<file path="src/rtl/hsti_pkg.sv">
// Package for the hex string to integer converter: widths, character codes, helpers.
package hsti_pkg;

  // Accumulator width, 8 to 64 bits
  localparam int unsigned VALUE_WIDTH = 64;
  localparam int unsigned OUT_WIDTH   = 64;
  localparam int unsigned CHAR_WIDTH  = 8;
  localparam int unsigned MODE_WIDTH  = 2;
  localparam int unsigned DIGIT_WIDTH = 4;

  typedef logic [VALUE_WIDTH-1:0] value_t;
  typedef logic [CHAR_WIDTH-1:0]  char_t;

  // Target width codes
  typedef enum logic [MODE_WIDTH-1:0] {
    MODE_W8  = 2'd0,
    MODE_W16 = 2'd1,
    MODE_W32 = 2'd2,
    MODE_W64 = 2'd3
  } width_mode_t;

  localparam width_mode_t MODE_RESET = MODE_W64;

  // ASCII codes
  localparam char_t CH_0     = 8'h30;
  localparam char_t CH_9     = 8'h39;
  localparam char_t CH_LO_A  = 8'h61;
  localparam char_t CH_LO_F  = 8'h66;
  localparam char_t CH_UP_A  = 8'h41;
  localparam char_t CH_UP_F  = 8'h46;
  localparam char_t CH_LO_X  = 8'h78;
  localparam char_t CH_UP_X  = 8'h58;
  localparam logic [DIGIT_WIDTH-1:0] DIGIT_TEN = 4'd10;

  // Mask of all valid accumulator bits
  localparam logic [OUT_WIDTH-1:0] VALUE_MASK = OUT_WIDTH'({VALUE_WIDTH{1'b1}});

  // Hex digit decode: valid flag and digit value
  typedef struct packed {
    logic                   valid;
    logic [DIGIT_WIDTH-1:0] digit;
  } hex_digit_t;

  function automatic hex_digit_t hex_decode(input char_t c);
    hex_digit_t r;
    r.valid = 1'b1;
    r.digit = '0;
    if (c >= CH_0 && c <= CH_9) begin
      r.digit = DIGIT_WIDTH'(c - CH_0);
    end else if (c >= CH_LO_A && c <= CH_LO_F) begin
      r.digit = DIGIT_TEN + DIGIT_WIDTH'(c - CH_LO_A);
    end else if (c >= CH_UP_A && c <= CH_UP_F) begin
      r.digit = DIGIT_TEN + DIGIT_WIDTH'(c - CH_UP_A);
    end else begin
      r.valid = 1'b0;
    end
    return r;
  endfunction

  // Largest value allowed for a target width
  function automatic logic [OUT_WIDTH-1:0] width_limit(input width_mode_t m);
    logic [OUT_WIDTH-1:0] lim;
    case (m)
      MODE_W8:  lim = 64'h0000_0000_0000_00FF;
      MODE_W16: lim = 64'h0000_0000_0000_FFFF;
      MODE_W32: lim = 64'h0000_0000_FFFF_FFFF;
      default:  lim = 64'hFFFF_FFFF_FFFF_FFFF;
    endcase
    return lim & VALUE_MASK;
  endfunction

endpackage

</file>
<file path="src/rtl/hsti_ifs.sv">
// Channel interfaces for the character input and the parsed result.
interface hsti_in_if
  import hsti_pkg::*;
();
  logic  valid;
  logic  ready;
  char_t char_byte;
  logic  last_char;
  logic  empty_string;

  modport source (output valid, output char_byte, output last_char, output empty_string,
                  input ready);
  modport sink   (input valid, input char_byte, input last_char, input empty_string,
                  output ready);
endinterface

interface hsti_out_if
  import hsti_pkg::*;
();
  logic                 valid;
  logic                 ready;
  logic [OUT_WIDTH-1:0] parsed_value;
  logic                 parse_ok;

  modport source (output valid, output parsed_value, output parse_ok, input ready);
  modport sink   (input valid, input parsed_value, input parse_ok, output ready);
endinterface

</file>
<file path="src/rtl/hex_string_to_integer.sv">
// Hex ASCII string to unsigned integer converter, top level.
// The last character is held in the input register before the result register loads.
// Throughput: one character per cycle; the input register and one pass of digit decode,
// shift and range compare set the rate; only a stalled full result register holds input.
// Reset: synchronous active-low rst_n clears the string state and both valid flags,
// and sets the target width to 64 bits.
module hex_string_to_integer
  import hsti_pkg::*;
(
  input  logic                  clk,
  input  logic                  rst_n,
  hsti_in_if.sink               in_ch,
  hsti_out_if.source            out_ch,
  input  logic                  cfg_wr_en,
  input  logic [MODE_WIDTH-1:0] cfg_wr_data
);

  // Input register
  logic  in_valid_r;
  char_t in_char_r;
  logic  in_last_r;
  logic  in_empty_r;

  // String state
  value_t      acc_r, acc_nxt;
  logic [1:0]  pos_r, pos_nxt;
  logic        first_zero_r, first_zero_nxt;
  logic        await_r, await_nxt;
  logic        err_r, err_nxt;
  width_mode_t mode_r;

  // Result register
  logic                 out_valid_r;
  logic [OUT_WIDTH-1:0] out_value_r, out_value_nxt;
  logic                 out_ok_r, out_ok_nxt;

  logic       gives_result;
  logic       advance;
  hex_digit_t dec;
  logic       is_x;
  logic       ok;

  // Stage two moves when its item needs no result slot or the slot frees
  assign gives_result = in_last_r | in_empty_r;
  assign advance      = in_valid_r & (~gives_result | ~out_valid_r | out_ch.ready);
  assign in_ch.ready  = ~in_valid_r | advance;

  assign dec  = hex_decode(in_char_r);
  assign is_x = (in_char_r == CH_LO_X) || (in_char_r == CH_UP_X);

  // Per-character update
  always_comb begin
    acc_nxt        = acc_r;
    pos_nxt        = pos_r;
    first_zero_nxt = first_zero_r;
    await_nxt      = await_r;
    err_nxt        = err_r;
    if (!err_r) begin
      if (pos_r == 2'd1 && first_zero_r && is_x) begin
        await_nxt = 1'b1;
      end else if (!dec.valid) begin
        err_nxt = 1'b1;
      end else if (acc_r[VALUE_WIDTH-1 -: DIGIT_WIDTH] != '0) begin
        err_nxt = 1'b1;
      end else begin
        acc_nxt   = {acc_r[VALUE_WIDTH-DIGIT_WIDTH-1:0], dec.digit};
        await_nxt = 1'b0;
        if (pos_r == 2'd0) begin
          first_zero_nxt = (in_char_r == CH_0);
        end
      end
    end
    if (pos_r != 2'd2) begin
      pos_nxt = pos_r + 2'd1;
    end
    ok = ~err_nxt & ~await_nxt & (OUT_WIDTH'(acc_nxt) <= width_limit(mode_r));
    out_value_nxt = ok ? OUT_WIDTH'(acc_nxt) : '0;
    out_ok_nxt    = ok;
    // Empty string and end of string both drop the state
    if (in_empty_r) begin
      out_value_nxt = '0;
      out_ok_nxt    = 1'b0;
    end
    if (gives_result) begin
      acc_nxt        = '0;
      pos_nxt        = 2'd0;
      first_zero_nxt = 1'b0;
      await_nxt      = 1'b0;
      err_nxt        = 1'b0;
    end
  end

  // Input register
  always_ff @(posedge clk) begin
    if (!rst_n) begin
      in_valid_r <= 1'b0;
    end else if (in_ch.ready) begin
      in_valid_r <= in_ch.valid;
    end
    if (in_ch.ready && in_ch.valid) begin
      in_char_r  <= in_ch.char_byte;
      in_last_r  <= in_ch.last_char;
      in_empty_r <= in_ch.empty_string;
    end
  end

  // String state and configuration
  always_ff @(posedge clk) begin
    if (!rst_n) begin
      acc_r        <= '0;
      pos_r        <= 2'd0;
      first_zero_r <= 1'b0;
      await_r      <= 1'b0;
      err_r        <= 1'b0;
      mode_r       <= MODE_RESET;
    end else begin
      if (advance) begin
        acc_r        <= acc_nxt;
        pos_r        <= pos_nxt;
        first_zero_r <= first_zero_nxt;
        await_r      <= await_nxt;
        err_r        <= err_nxt;
      end
      if (cfg_wr_en) begin
        mode_r <= width_mode_t'(cfg_wr_data);
      end
    end
  end

  // Result register
  always_ff @(posedge clk) begin
    if (!rst_n) begin
      out_valid_r <= 1'b0;
    end else if (advance && gives_result) begin
      out_valid_r <= 1'b1;
    end else if (out_ch.ready) begin
      out_valid_r <= 1'b0;
    end
    if (advance && gives_result) begin
      out_value_r <= out_value_nxt;
      out_ok_r    <= out_ok_nxt;
    end
  end

  assign out_ch.valid        = out_valid_r;
  assign out_ch.parsed_value = out_value_r;
  assign out_ch.parse_ok     = out_ok_r;

endmodule

</file>
<file path="src/flat_wrapper.sv">
// flat-port wrapper written by rule: the top's interface ports become plain ports
module hex_string_to_integer_flat import hsti_pkg::*;
  (clk, rst_n, cfg_wr_en, cfg_wr_data, in_ch_valid, in_ch_char_byte, in_ch_last_char, in_ch_empty_string, in_ch_ready, out_ch_valid, out_ch_parsed_value, out_ch_parse_ok, out_ch_ready);
  hsti_in_if in_ch_i ();
  hsti_out_if out_ch_i ();
  input  logic clk;
  input  logic rst_n;
  input  logic cfg_wr_en;
  input  logic [MODE_WIDTH-1:0] cfg_wr_data;
  input wire logic [$bits(in_ch_i.valid)-1:0] in_ch_valid;
  input wire logic [$bits(in_ch_i.char_byte)-1:0] in_ch_char_byte;
  input wire logic [$bits(in_ch_i.last_char)-1:0] in_ch_last_char;
  input wire logic [$bits(in_ch_i.empty_string)-1:0] in_ch_empty_string;
  output wire logic [$bits(in_ch_i.ready)-1:0] in_ch_ready;
  output wire logic [$bits(out_ch_i.valid)-1:0] out_ch_valid;
  output wire logic [$bits(out_ch_i.parsed_value)-1:0] out_ch_parsed_value;
  output wire logic [$bits(out_ch_i.parse_ok)-1:0] out_ch_parse_ok;
  input wire logic [$bits(out_ch_i.ready)-1:0] out_ch_ready;
  assign in_ch_i.valid = in_ch_valid;
  assign in_ch_i.char_byte = in_ch_char_byte;
  assign in_ch_i.last_char = in_ch_last_char;
  assign in_ch_i.empty_string = in_ch_empty_string;
  assign in_ch_ready = in_ch_i.ready;
  assign out_ch_valid = out_ch_i.valid;
  assign out_ch_parsed_value = out_ch_i.parsed_value;
  assign out_ch_parse_ok = out_ch_i.parse_ok;
  assign out_ch_i.ready = out_ch_ready;
  hex_string_to_integer u_core (.clk(clk), .rst_n(rst_n), .in_ch(in_ch_i), .out_ch(out_ch_i), .cfg_wr_en(cfg_wr_en), .cfg_wr_data(cfg_wr_data));
endmodule
</file>
<file path="config.mk">
export PLATFORM = sky130hd
export DESIGN_NAME = hex_string_to_integer_flat
export DESIGN_NICKNAME = d
export VERILOG_FILES = /design/src/rtl/hsti_pkg.sv /design/src/rtl/hsti_ifs.sv /design/src/rtl/hex_string_to_integer.sv /design/src/flat_wrapper.sv
export SDC_FILE = /design/constraint.sdc
export NUM_CORES = 1
export LEC_CHECK = 0
export BUFFER_PORTS_ARGS = -buffer_cell sky130_fd_sc_hd__buf_2
export CAP_MARGIN = 20
export CORE_ASPECT_RATIO = 1.75
export CORE_MARGIN = 2
export CORE_UTILIZATION = 45
export CTS_BUF_LIST = sky130_fd_sc_hd__clkbuf_16
export DETAILED_ROUTE_END_ITERATION = 10
export HOLD_SLACK_MARGIN = 0.1
export PLACE_DENSITY_LB_ADDON = 0.08
export SLEW_MARGIN = 30
export SYNTH_ARGS = -nofsm -noshare
export SYNTH_HDL_FRONTEND = slang
export SYNTH_SLANG_ARGS = --single-unit
</file>
<file path="constraint.sdc">
create_clock -name clk -period 5.75 [get_ports clk]
set_input_delay 1.15 -clock clk [delete_from_list [all_inputs] [get_ports clk]]
set_output_delay 1.15 -clock clk [all_outputs]
set_load 0.005 [all_outputs]
</file>
# Yosys cells after proc, flatten, opt, wreduce, memory -nomap -nowiden
# Cells that the tools add are included.
# op_classes
n_addsub	6
magnitude_cmp	7
n_reduce_logical	18
bitwise_logic	13
eq_ne	10
n_mux	32
# ops
cell	count
64-bit two-way mux	5
64-bit one-hot mux with 3 select lines	1
64-bit <= comparator	1
1-bit two-way mux	21
8-bit by 7-bit equality test with 1-bit output (second input constant)	2
8-bit by 7-bit >= comparator with 1-bit output (second input constant)	2
8-bit by 7-bit <= comparator with 1-bit output (second input constant)	2
4-bit two-way mux	3
4-bit by 1-bit subtractor with 4-bit output (second input constant)	3
4-bit adder (first input constant)	2
8-bit by 6-bit equality test with 1-bit output (second input constant)	1
8-bit by 6-bit >= comparator with 1-bit output (second input constant)	1
8-bit by 6-bit <= comparator with 1-bit output (second input constant)	1
2-bit nonzero test	4
1-bit logical AND	7
1-bit inverter	6
6-bit AND reduction	1
2-bit by 1-bit equality test with 1-bit output (second input constant)	2
2-bit logical NOT	2
2-bit two-way mux	2
2-bit by 1-bit inequality test with 1-bit output (second input constant)	2
2-bit inequality test (second input constant)	2
1-bit bitwise OR	4
4-bit nonzero test	1
6 further kinds	8
# totals
inputBits	17
ff_bits	148

# Longest topological paths before layout
# Gate-level depths: netlist of run 1.
# logic_depth
ltp_word	13
ltp_mapped	19

# Worst setup path before layout of run 1
# No wires, ideal clock.
# synth_path
path_kind	input-to-reg
from	input out_ch_ready
to	register u_core.acc_r[60]
t_required_ps	5629
slack_ps	845
setup_ps	121
path_stages	6
arrival_ps	4784
cell_sequence	nand2b_1 o21ai_1 nor2_1 nor2b_1 o21ai_0 nor2_1
# synth_via
elab_chain_len	2
# synth_rtl
element	line_no	source
start: declaration	flat_wrapper.sv:18	input wire logic [$bits(out_ch_i.ready)-1:0] out_ch_ready;
1-bit bitwise OR	hex_string_to_integer.sv:45	assign advance = in_valid_r & (~gives_result | ~out_valid_r | out_ch.ready);
1-bit AND	hex_string_to_integer.sv:45	
end signal: assignment	hex_string_to_integer.sv:118	acc_r <= acc_nxt;
end: declaration	hex_string_to_integer.sv:25	value_t acc_r, acc_nxt;
# No other way between the ends.
# A chain may end at the register's enable or synchronous reset.

# Final worst setup path of run 1
# layout_path
from	register u_core.in_char_r[0]
to	register u_core.out_ok_r, in the netlist u_core.out_ch.parse_ok (data pin)
# layout_via
elab_chain_len	11
# layout_rtl
element	line_no	source
start: declaration	hex_string_to_integer.sv:20	char_t in_char_r;
start signal: assignment	hex_string_to_integer.sv:101	in_char_r <= in_ch.char_byte;
4-bit by 1-bit subtractor with 4-bit output, or another cell as far along	hsti_pkg.sv:51, hsti_pkg.sv:53	
4-bit adder / 1-bit logical AND (equally long branches)	hsti_pkg.sv:51, hsti_pkg.sv:53, hsti_pkg.sv:52	
4-bit two-way mux / 1-bit two-way mux (equally long branches)	hsti_pkg.sv:52	end else if (c >= CH_UP_A && c <= CH_UP_F) begin
4-bit two-way mux / 1-bit two-way mux (equally long branches)	hsti_pkg.sv:50	end else if (c >= CH_LO_A && c <= CH_LO_F) begin
4-bit two-way mux / 1-bit two-way mux (equally long branches)	hsti_pkg.sv:48	if (c >= CH_0 && c <= CH_9) begin
64-bit two-way mux / 1-bit two-way mux (equally long branches)	hex_string_to_integer.sv:63, hex_string_to_integer.sv:61	
64-bit two-way mux / 1-bit two-way mux (equally long branches)	hex_string_to_integer.sv:61, hex_string_to_integer.sv:59	
64-bit two-way mux / 1-bit two-way mux (equally long branches)	hex_string_to_integer.sv:59, hex_string_to_integer.sv:58	
64-bit two-way mux / 1-bit inverter (equally long branches)	hex_string_to_integer.sv:58, hex_string_to_integer.sv:76	
64-bit <= comparator / 1-bit AND (equally long branches)	hex_string_to_integer.sv:76	ok = ~err_nxt & ~await_nxt & (OUT_WIDTH'(acc_nxt) <= width_limit(mode_r));
1-bit AND (*)	hex_string_to_integer.sv:76	
end signal: assignment	hex_string_to_integer.sv:141	out_ok_r <= out_ok_nxt;
end: declaration	hex_string_to_integer.sv:35	logic out_ok_r, out_ok_nxt;
# Mark *: on every way between the ends. The rest lies on a longest branch, timed or not.

==> impl_metrics.json, run 1 <==
{
  "clk_pin_slew_worst_paths_ns": 0.06,
  "core_area_um2": 17800,
  "root_buffer": "clkbuf_16",
  "syn_nets": 876,
  "grt-ovfl-total": 0,
  "nNetsFinal": 931,
  "skew_ns": 0.0101,
  "place_ws_ns": 0.691,
  "synth_top_area_share_pct": 27.8,
  "syn_avg_cell_area_um2": 10.2,
  "synth-async-reset-ratio_pct": 0,
  "nFillCells": 1572,
  "p_clk_share_pct": 45.9,
  "worst_ep_arrival_time_ns": 5.33,
  "tritoncts": "built",
  "cts_resized": 0,
  "fin_crit_sh_pct": 88.3,
  "endpoint_kind": "register",
  "die_area_um2": 19200,
  "ys_ff_latch": 147,
  "critPathKind": "register to register",
  "drc": 0,
  "insertion_delay_ns": 0.42,
  "synth_cell_types": 50,
  "num_rows": 65,
  "first_pass_iters": 5,
  "htree_levels": 4,
  "reg2reg_from": "u_core.in_char_r[0]$_DFFE_PP_",
  "ir_drop_v": 0.000165,
  "grt_pass1_vias": 6260,
  "vias_per_cell": 5.69,
  "syn_inst": 797,
  "hpwl_um": 13100,
  "setup_violations": 0,
  "power_frac_comb_pct": 7.0,
  "ant_nets": 0,
  "synth_area_um2": 8110,
  "p_per_area_nw_per_um2": 258,
  "p_leak_nw": 3.59,
  "min_from": "u_core.acc_r[59]$_SDFFE_PN0P_",
  "intPower_mw": 1.84,
  "yosys.area.top_type": "edfxtp_1",
  "wirelength_um": 19200,
  "p_switching_mw": 0.565,
  "die_h_um": 182,
  "yosysWarnings": 0,
  "synth_area_leaders": "edfxtp_1 (28%), dfxtp_1 (18%), ha_1 (9.6%)",
  "drtIter0Drc": 279,
  "fmax_ghz": 0.197,
  "grt_max_degree": 69,
  "fin_tns_setup_ns": 0,
  "period_minus_slack_ns": 5.08,
  "hold_viol_final": 0,
  "startpoint": "u_core.in_char_r[0]$_DFFE_PP_",
  "cp.required_ns": 6.01,
  "slew_violations": 0,
  "finalWorstSetupSlack_ns": 0.672,
  "synth_top_flop_cell": "edfxtp_1",
  "cts_buffers": 17,
  "cap_violations": 0,
  "synth_edf_count": 75,
  "ctsHoldBuffers": 0,
  "cts_buffer_depth": 2,
  "die_w_um": 105,
  "syn_to_final_growth_pct": 14.7,
  "layout_commonest_cell": "a21oi_1",
  "worstPathMaxFanout": 50,
  "cts_setup_buffers": 0,
  "min_path_type": "register to register",
  "pwr-share-seq_pct": 47.0,
  "drive_above_1_share_pct": 22.0,
  "grt_usage_pct": 20.7,
  "place.gp.congestion": 0.804,
  "clock-sinks": 147,
  "antenna_found_initial": 0,
  "initial_core_util_pct": 45.5,
  "status": "finished, final reports clean",
  "tightest_slew_ns": 0.726,
  "port_buffers": 83,
  "rsz0062_at_grt": "false",
  "grt_pass1_wl_um": 31600,
  "wl_per_cell_um": 17.5,
  "vias": 6258,
  "startpoint_type": "register",
  "final_util_pct": 52.2,
  "p_sw_share_pct": 23.5,
  "diodes": 0,
  "ys_seq_area_share_pct": 45.5,
  "final_cell_mix": "a21oi_1 (83), buf_2 (82), edfxtp_1 (75)",
  "io_pins": 84,
  "relSlewSlack_pct": 51.6
}
## final cells by class
| type | count | area, um2 | area share (%) |
|---|---|---|---|
| timing repair buffer | 95 | 520 | 5.59 |
| clock buffer | 18 | 450 | 4.84 |
| tap | 234 | 293 | 3.15 |
| sequential | 147 | 3690 | 39.7 |
| clock inverter | 14 | 138 | 1.48 |
| multi-input combinational | 580 | 4170 | 44.8 |
| inverter | 11 | 41.3 | 0.444 |
## cell families after synthesis
group,synth area share (%)
fa+ha+maj,9.69
buf+inv,3.72
flops,45.5
compound gates,15.4
mux,7.71
simple gates,17.8
xor+xnor,0.108
## through the flow
stage               hold slack [ns]  cells  area, um2  total power, mW
global placement              0.476   1067       8710             1.32
finish                        0.488   1099       9300             2.40
global route                  0.523   1099       9300             2.49
floorplan                     0.453    797       8110             1.27
CTS                           0.488   1099       9300             2.43
detailed placement            0.477   1067       8720             1.32
## final timing paths
check                                               to  slack, ns  cells after the start
setup / recovery  u_core.out_ch.parse_ok$_SDFFCE_PP0P_       0.67                     15
hold / removal           u_core.acc_r[59]$_SDFFE_PN0P_       0.49                      2
setup reg to reg  u_core.out_ch.parse_ok$_SDFFCE_PP0P_       0.67                     15
hold reg to reg          u_core.acc_r[59]$_SDFFE_PN0P_       0.49                      2
## sequential cells by signal (all words and copies together) (netlist names), 2 cells and up
name	cells
u_core.out_ch.parsed_value	64
u_core.mode_r	2
u_core.pos_r	2
u_core.acc_r	64
u_core.in_char_r	8
## layer usage
metal	vias up	track usage [%]	share of wire, %
met4	0	8.53	2.6
met5	-	0	0
met2	148	38.5	54
met1	2992	23.2	40
li1	3080	-	-
met3	38	3.37	3.4
## power by group through the flow
| stage | Sequential (mW) | Combinational, mW | Clock (mW) |
|---|---|---|---|
| finish | 1.13 | 0.169 | 1.10 |
| global route | 1.13 | 0.186 | 1.17 |
| CTS | 1.13 | 0.171 | 1.13 |
| detailed placement | 1.15 | 0.170 | 0 |
| global placement | 1.15 | 0.165 | 0 |
| floorplan | 1.15 | 0.111 | 0 |
## critical path: stages, from the launching register on
cell      delay (ns)
edfxtp_1        0.46
inv_1           0.16
ha_1            0.23
or3b_1          0.38
o311ai_2        0.15
a211o_2         0.49
mux2_2          0.40
ha_1            0.30
nand4_1         0.11
nor4_1          0.36
nor3b_1         0.35
nand4_1         0.24
nor3_1          0.23
nand3_2         0.33
buf_4           0.42
a21oi_1         0.24
## synthesized netlist by cell type, types with 2 or more instances
| master | n |
|---|---|
| a21oi_1 | 83 |
| edfxtp_1 | 75 |
| dfxtp_1 | 72 |
| nand2_1 | 68 |
| ha_1 | 62 |
| nand3_1 | 60 |
| nand3b_1 | 57 |
| a21boi_0 | 54 |
| mux2_2 | 52 |
| clkbuf_1 | 42 |
| o21ai_0 | 22 |
| nor2_1 | 19 |
| nor2b_1 | 15 |
| nand4_1 | 14 |
| inv_1 | 11 |
| buf_2 | 10 |
| nor3_1 | 8 |
| a22oi_1 | 7 |
| a211oi_1 | 6 |
| nor4_1 | 6 |
| and2_1 | 5 |
| buf_4 | 5 |
| a21o_1 | 4 |
| mux2i_1 | 4 |
| a2111oi_0 | 3 |
| a2111oi_2 | 3 |
| nand2b_1 | 3 |
| a31oi_1 | 2 |
| nor3b_1 | 2 |
| o21ai_1 | 2 |
| or4_1 | 2 |
Power figures use the tool's default switching activity.
==> run 2: changes to the inputs <==
Settings changed: CTS_BUF_LIST sky130_fd_sc_hd__clkbuf_16 to not set, SLEW_MARGIN 30 to not set.
==> run 2 against run 1 <==
  * Non-clock buffer count is 2 higher
  * Critical path depth is 2 lower
  * Sequential share of layout area is 0.24 points lower
  * Critical endpoint is now u_core.out_ch.parsed_value[1]$_SDFFCE_PP0P_
  * Combinational power is 4% higher
  * Clock skew is 0.0013 ns higher
  * Cell count is 0.18% higher
  * Final area is 0.61% higher
  * Highest routed layer unchanged
  * Critical path type unchanged
  * Clock-buffer cell count is 6 higher
  * Register-to-register slack worse by 0.03 ns
  * Clock power hardly changed
  * Routed wire length is 0.42% lower
==> impl_metrics.json, run 2 (synthesis results as in run 1) <==
{
  "cts_buffer_depth": 2,
  "die_area_um2": 19200,
  "port_buffers": 83,
  "tritoncts": "built",
  "clk_pin_slew_worst_paths_ns": 0.06,
  "period_minus_slack_ns": 5.11,
  "die_w_um": 105,
  "root_buffer": "clkbuf_16",
  "nNetsFinal": 933,
  "cap_violations": 0,
  "drc": 0,
  "wl_per_cell_um": 17.4,
  "relSlewSlack_pct": 53.0,
  "regArea_um2": 3690,
  "reg2reg_depth": 13,
  "p_leak_nw": 3.61,
  "hpwl_um": 13100,
  "min_from": "u_core.acc_r[58]$_SDFFE_PN0P_",
  "fin_crit_sh_pct": 88.9,
  "endpoint_kind": "register",
  "vias": 6257,
  "worst_ep_arrival_time_ns": 5.29,
  "min_path_cells": 2,
  "grt_pass1_wl_um": 31700,
  "dp.cells": 1067,
  "core_area_um2": 17800,
  "fin_cells": 1101,
  "tightest_slew_ns": 0.705,
  "insertion_delay_ns": 0.43,
  "place.gp.congestion": 0.804,
  "place_ws_ns": 0.677,
  "cp_num_buf_inv": 2,
  "rsz0062_at_grt": "false",
  "hold-path-endpoint": "u_core.acc_r[58]$_SDFFE_PN0P_",
  "drtIter0Drc": 301,
  "cts_buffers": 17,
  "vias_per_cell": 5.68,
  "final_cell_mix": "a21oi_1 (83), buf_2 (83), edfxtp_1 (75)",
  "grt_pass1_vias": 6325,
  "ctsHoldBuffers": 0,
  "drive_above_1_share_pct": 22.0,
  "nFillCells": 1590,
  "clock-sinks": 147,
  "multiInputGateArea_um2": 4170,
  "io_pins": 84,
  "cp_slowest_cell": "a211o_2",
  "crit_chain": "inv_1 -> ha_1 -> or3b_1 -> o311ai_2 -> a211o_2 -> buf_4 -> mux2_2 -> ha_1 -> a2111oi_0 -> a21oi_1 -> nor4_1 -> o211ai_4 -> a2111oi_2",
  "hold_viol_final": 0,
  "p_per_area_nw_per_um2": 259,
  "reg2reg_from": "u_core.in_char_r[0]$_DFFE_PP_",
  "grt-ovfl-total": 0,
  "cp_common_cell": "ha_1",
  "critPathTopFamily": "compound AO/OA/AOI/OAI gates",
  "worstPathMaxFanout": 18,
  "antenna_found_initial": 0,
  "r2r_slack_ns": 0.64,
  "min_path_type": "register to register",
  "cts_resized": 0,
  "htree_levels": 4,
  "cts_setup_buffers": 0,
  "wirelength_um": 19100,
  "setup_violations": 0,
  "grt_max_degree": 69,
  "fin_tns_setup_ns": 0,
  "skew_ns": 0.0113,
  "max_stage_delay_ns": 0.50,
  "critPathKind": "register to register",
  "slew_violations": 0,
  "diodes": 0,
  "ant_nets": 0,
  "die_h_um": 182,
  "num_rows": 65,
  "ir_drop_v": 0.000169,
  "startpoint_type": "register",
  "grt_usage_pct": 20.7,
  "finalWorstSetupSlack_ns": 0.639,
  "cp.required_ns": 5.93,
  "first_pass_iters": 4,
  "status": "finished, final reports clean",
  "initial_core_util_pct": 45.5,
  "syn_to_final_growth_pct": 15.4,
  "reg2reg_to": "u_core.out_ch.parsed_value[1]$_SDFFCE_PP0P_",
  "fmax_ghz": 0.196
}
-- run 2: cell types whose count changed in the layout (fill, tap and decap cells not counted), sizes merged --
cell      change
clkinvlp      -1
clkbuf        +6
clkinv        -4
inv           -1
buf           +2
-- run 2: through the flow --
stage / total power [mW] / utilization [%] / instance area, um2 / hold WS, ns
finish: 2.43 / 52.6 / 9360 / 0.484
detailed placement: 1.32 / 48.9 / 8710 / 0.482
CTS: 2.45 / 52.3 / 9310 / 0.492
global route: 2.51 / 52.6 / 9360 / 0.519
global placement: 1.32 / 48.9 / 8710 / 0.476
floorplan: 1.27 / - / 8110 / 0.453
-- run 2: cell type report --
cell class                 count  share of cell area (%)
clock inverter                 8                    1.07
sequential                   147                    39.5
tap                          234                    3.13
multi-input combinational    580                    44.5
timing repair buffer          97                    6.04
inverter                      11                   0.441
clock buffer                  24                    5.36
-- run 2: worst max-delay path by stage --
stage / from / end / slack [ns] / cells after the start
floorplan: out_ch_ready / u_core.acc_r[60]$_SDFFE_PN0P_ / 0.84 / 6
global placement: u_core.in_char_r[0]$_DFFE_PP_ / u_core.out_ch.parsed_value[2]$_SDFFCE_PP0P_ / 0.87 / 13
detailed placement: u_core.in_char_r[0]$_DFFE_PP_ / u_core.out_ch.parsed_value[7]$_SDFFCE_PP0P_ / 0.68 / 15
CTS: u_core.in_char_r[0]$_DFFE_PP_ / u_core.out_ch.parsed_value[7]$_SDFFCE_PP0P_ / 0.63 / 15
global route: u_core.in_char_r[0]$_DFFE_PP_ / u_core.out_ch.parsed_value[5]$_SDFFCE_PP0P_ / 0.21 / 15
finish: u_core.in_char_r[0]$_DFFE_PP_ / u_core.out_ch.parsed_value[1]$_SDFFCE_PP0P_ / 0.64 / 13
-- run 2: worst reg2reg max path: cells and delay by family (launching register included) --
family                     cells  cell delay [ns]
adders and majority gates      2             0.54
muxes                          1             0.40
buffers and inverters          2             0.50
and+or+nand+nor                2             0.85
AOI/OAI and AO/OA              6             2.11
DFF                            1             0.45
-- run 2: power by group --
| part | switching, mW | internal, mW | leakage [nW] |
|---|---|---|---|
| combinational | 0.111 | 0.0640 | 2.02 |
| sequential | 0.0102 | 1.12 | 1.31 |
| clock | 0.426 | 0.695 | 0.284 |
-- run 2: layer usage --
metal  up-vias  wire length, um  track usage [%]
met4         0              412             8.32
met2       121            10400             39.1
met3        29              563             3.02
met5         -                0                0
met1      3018             7710             22.9
li1       3089                -                -
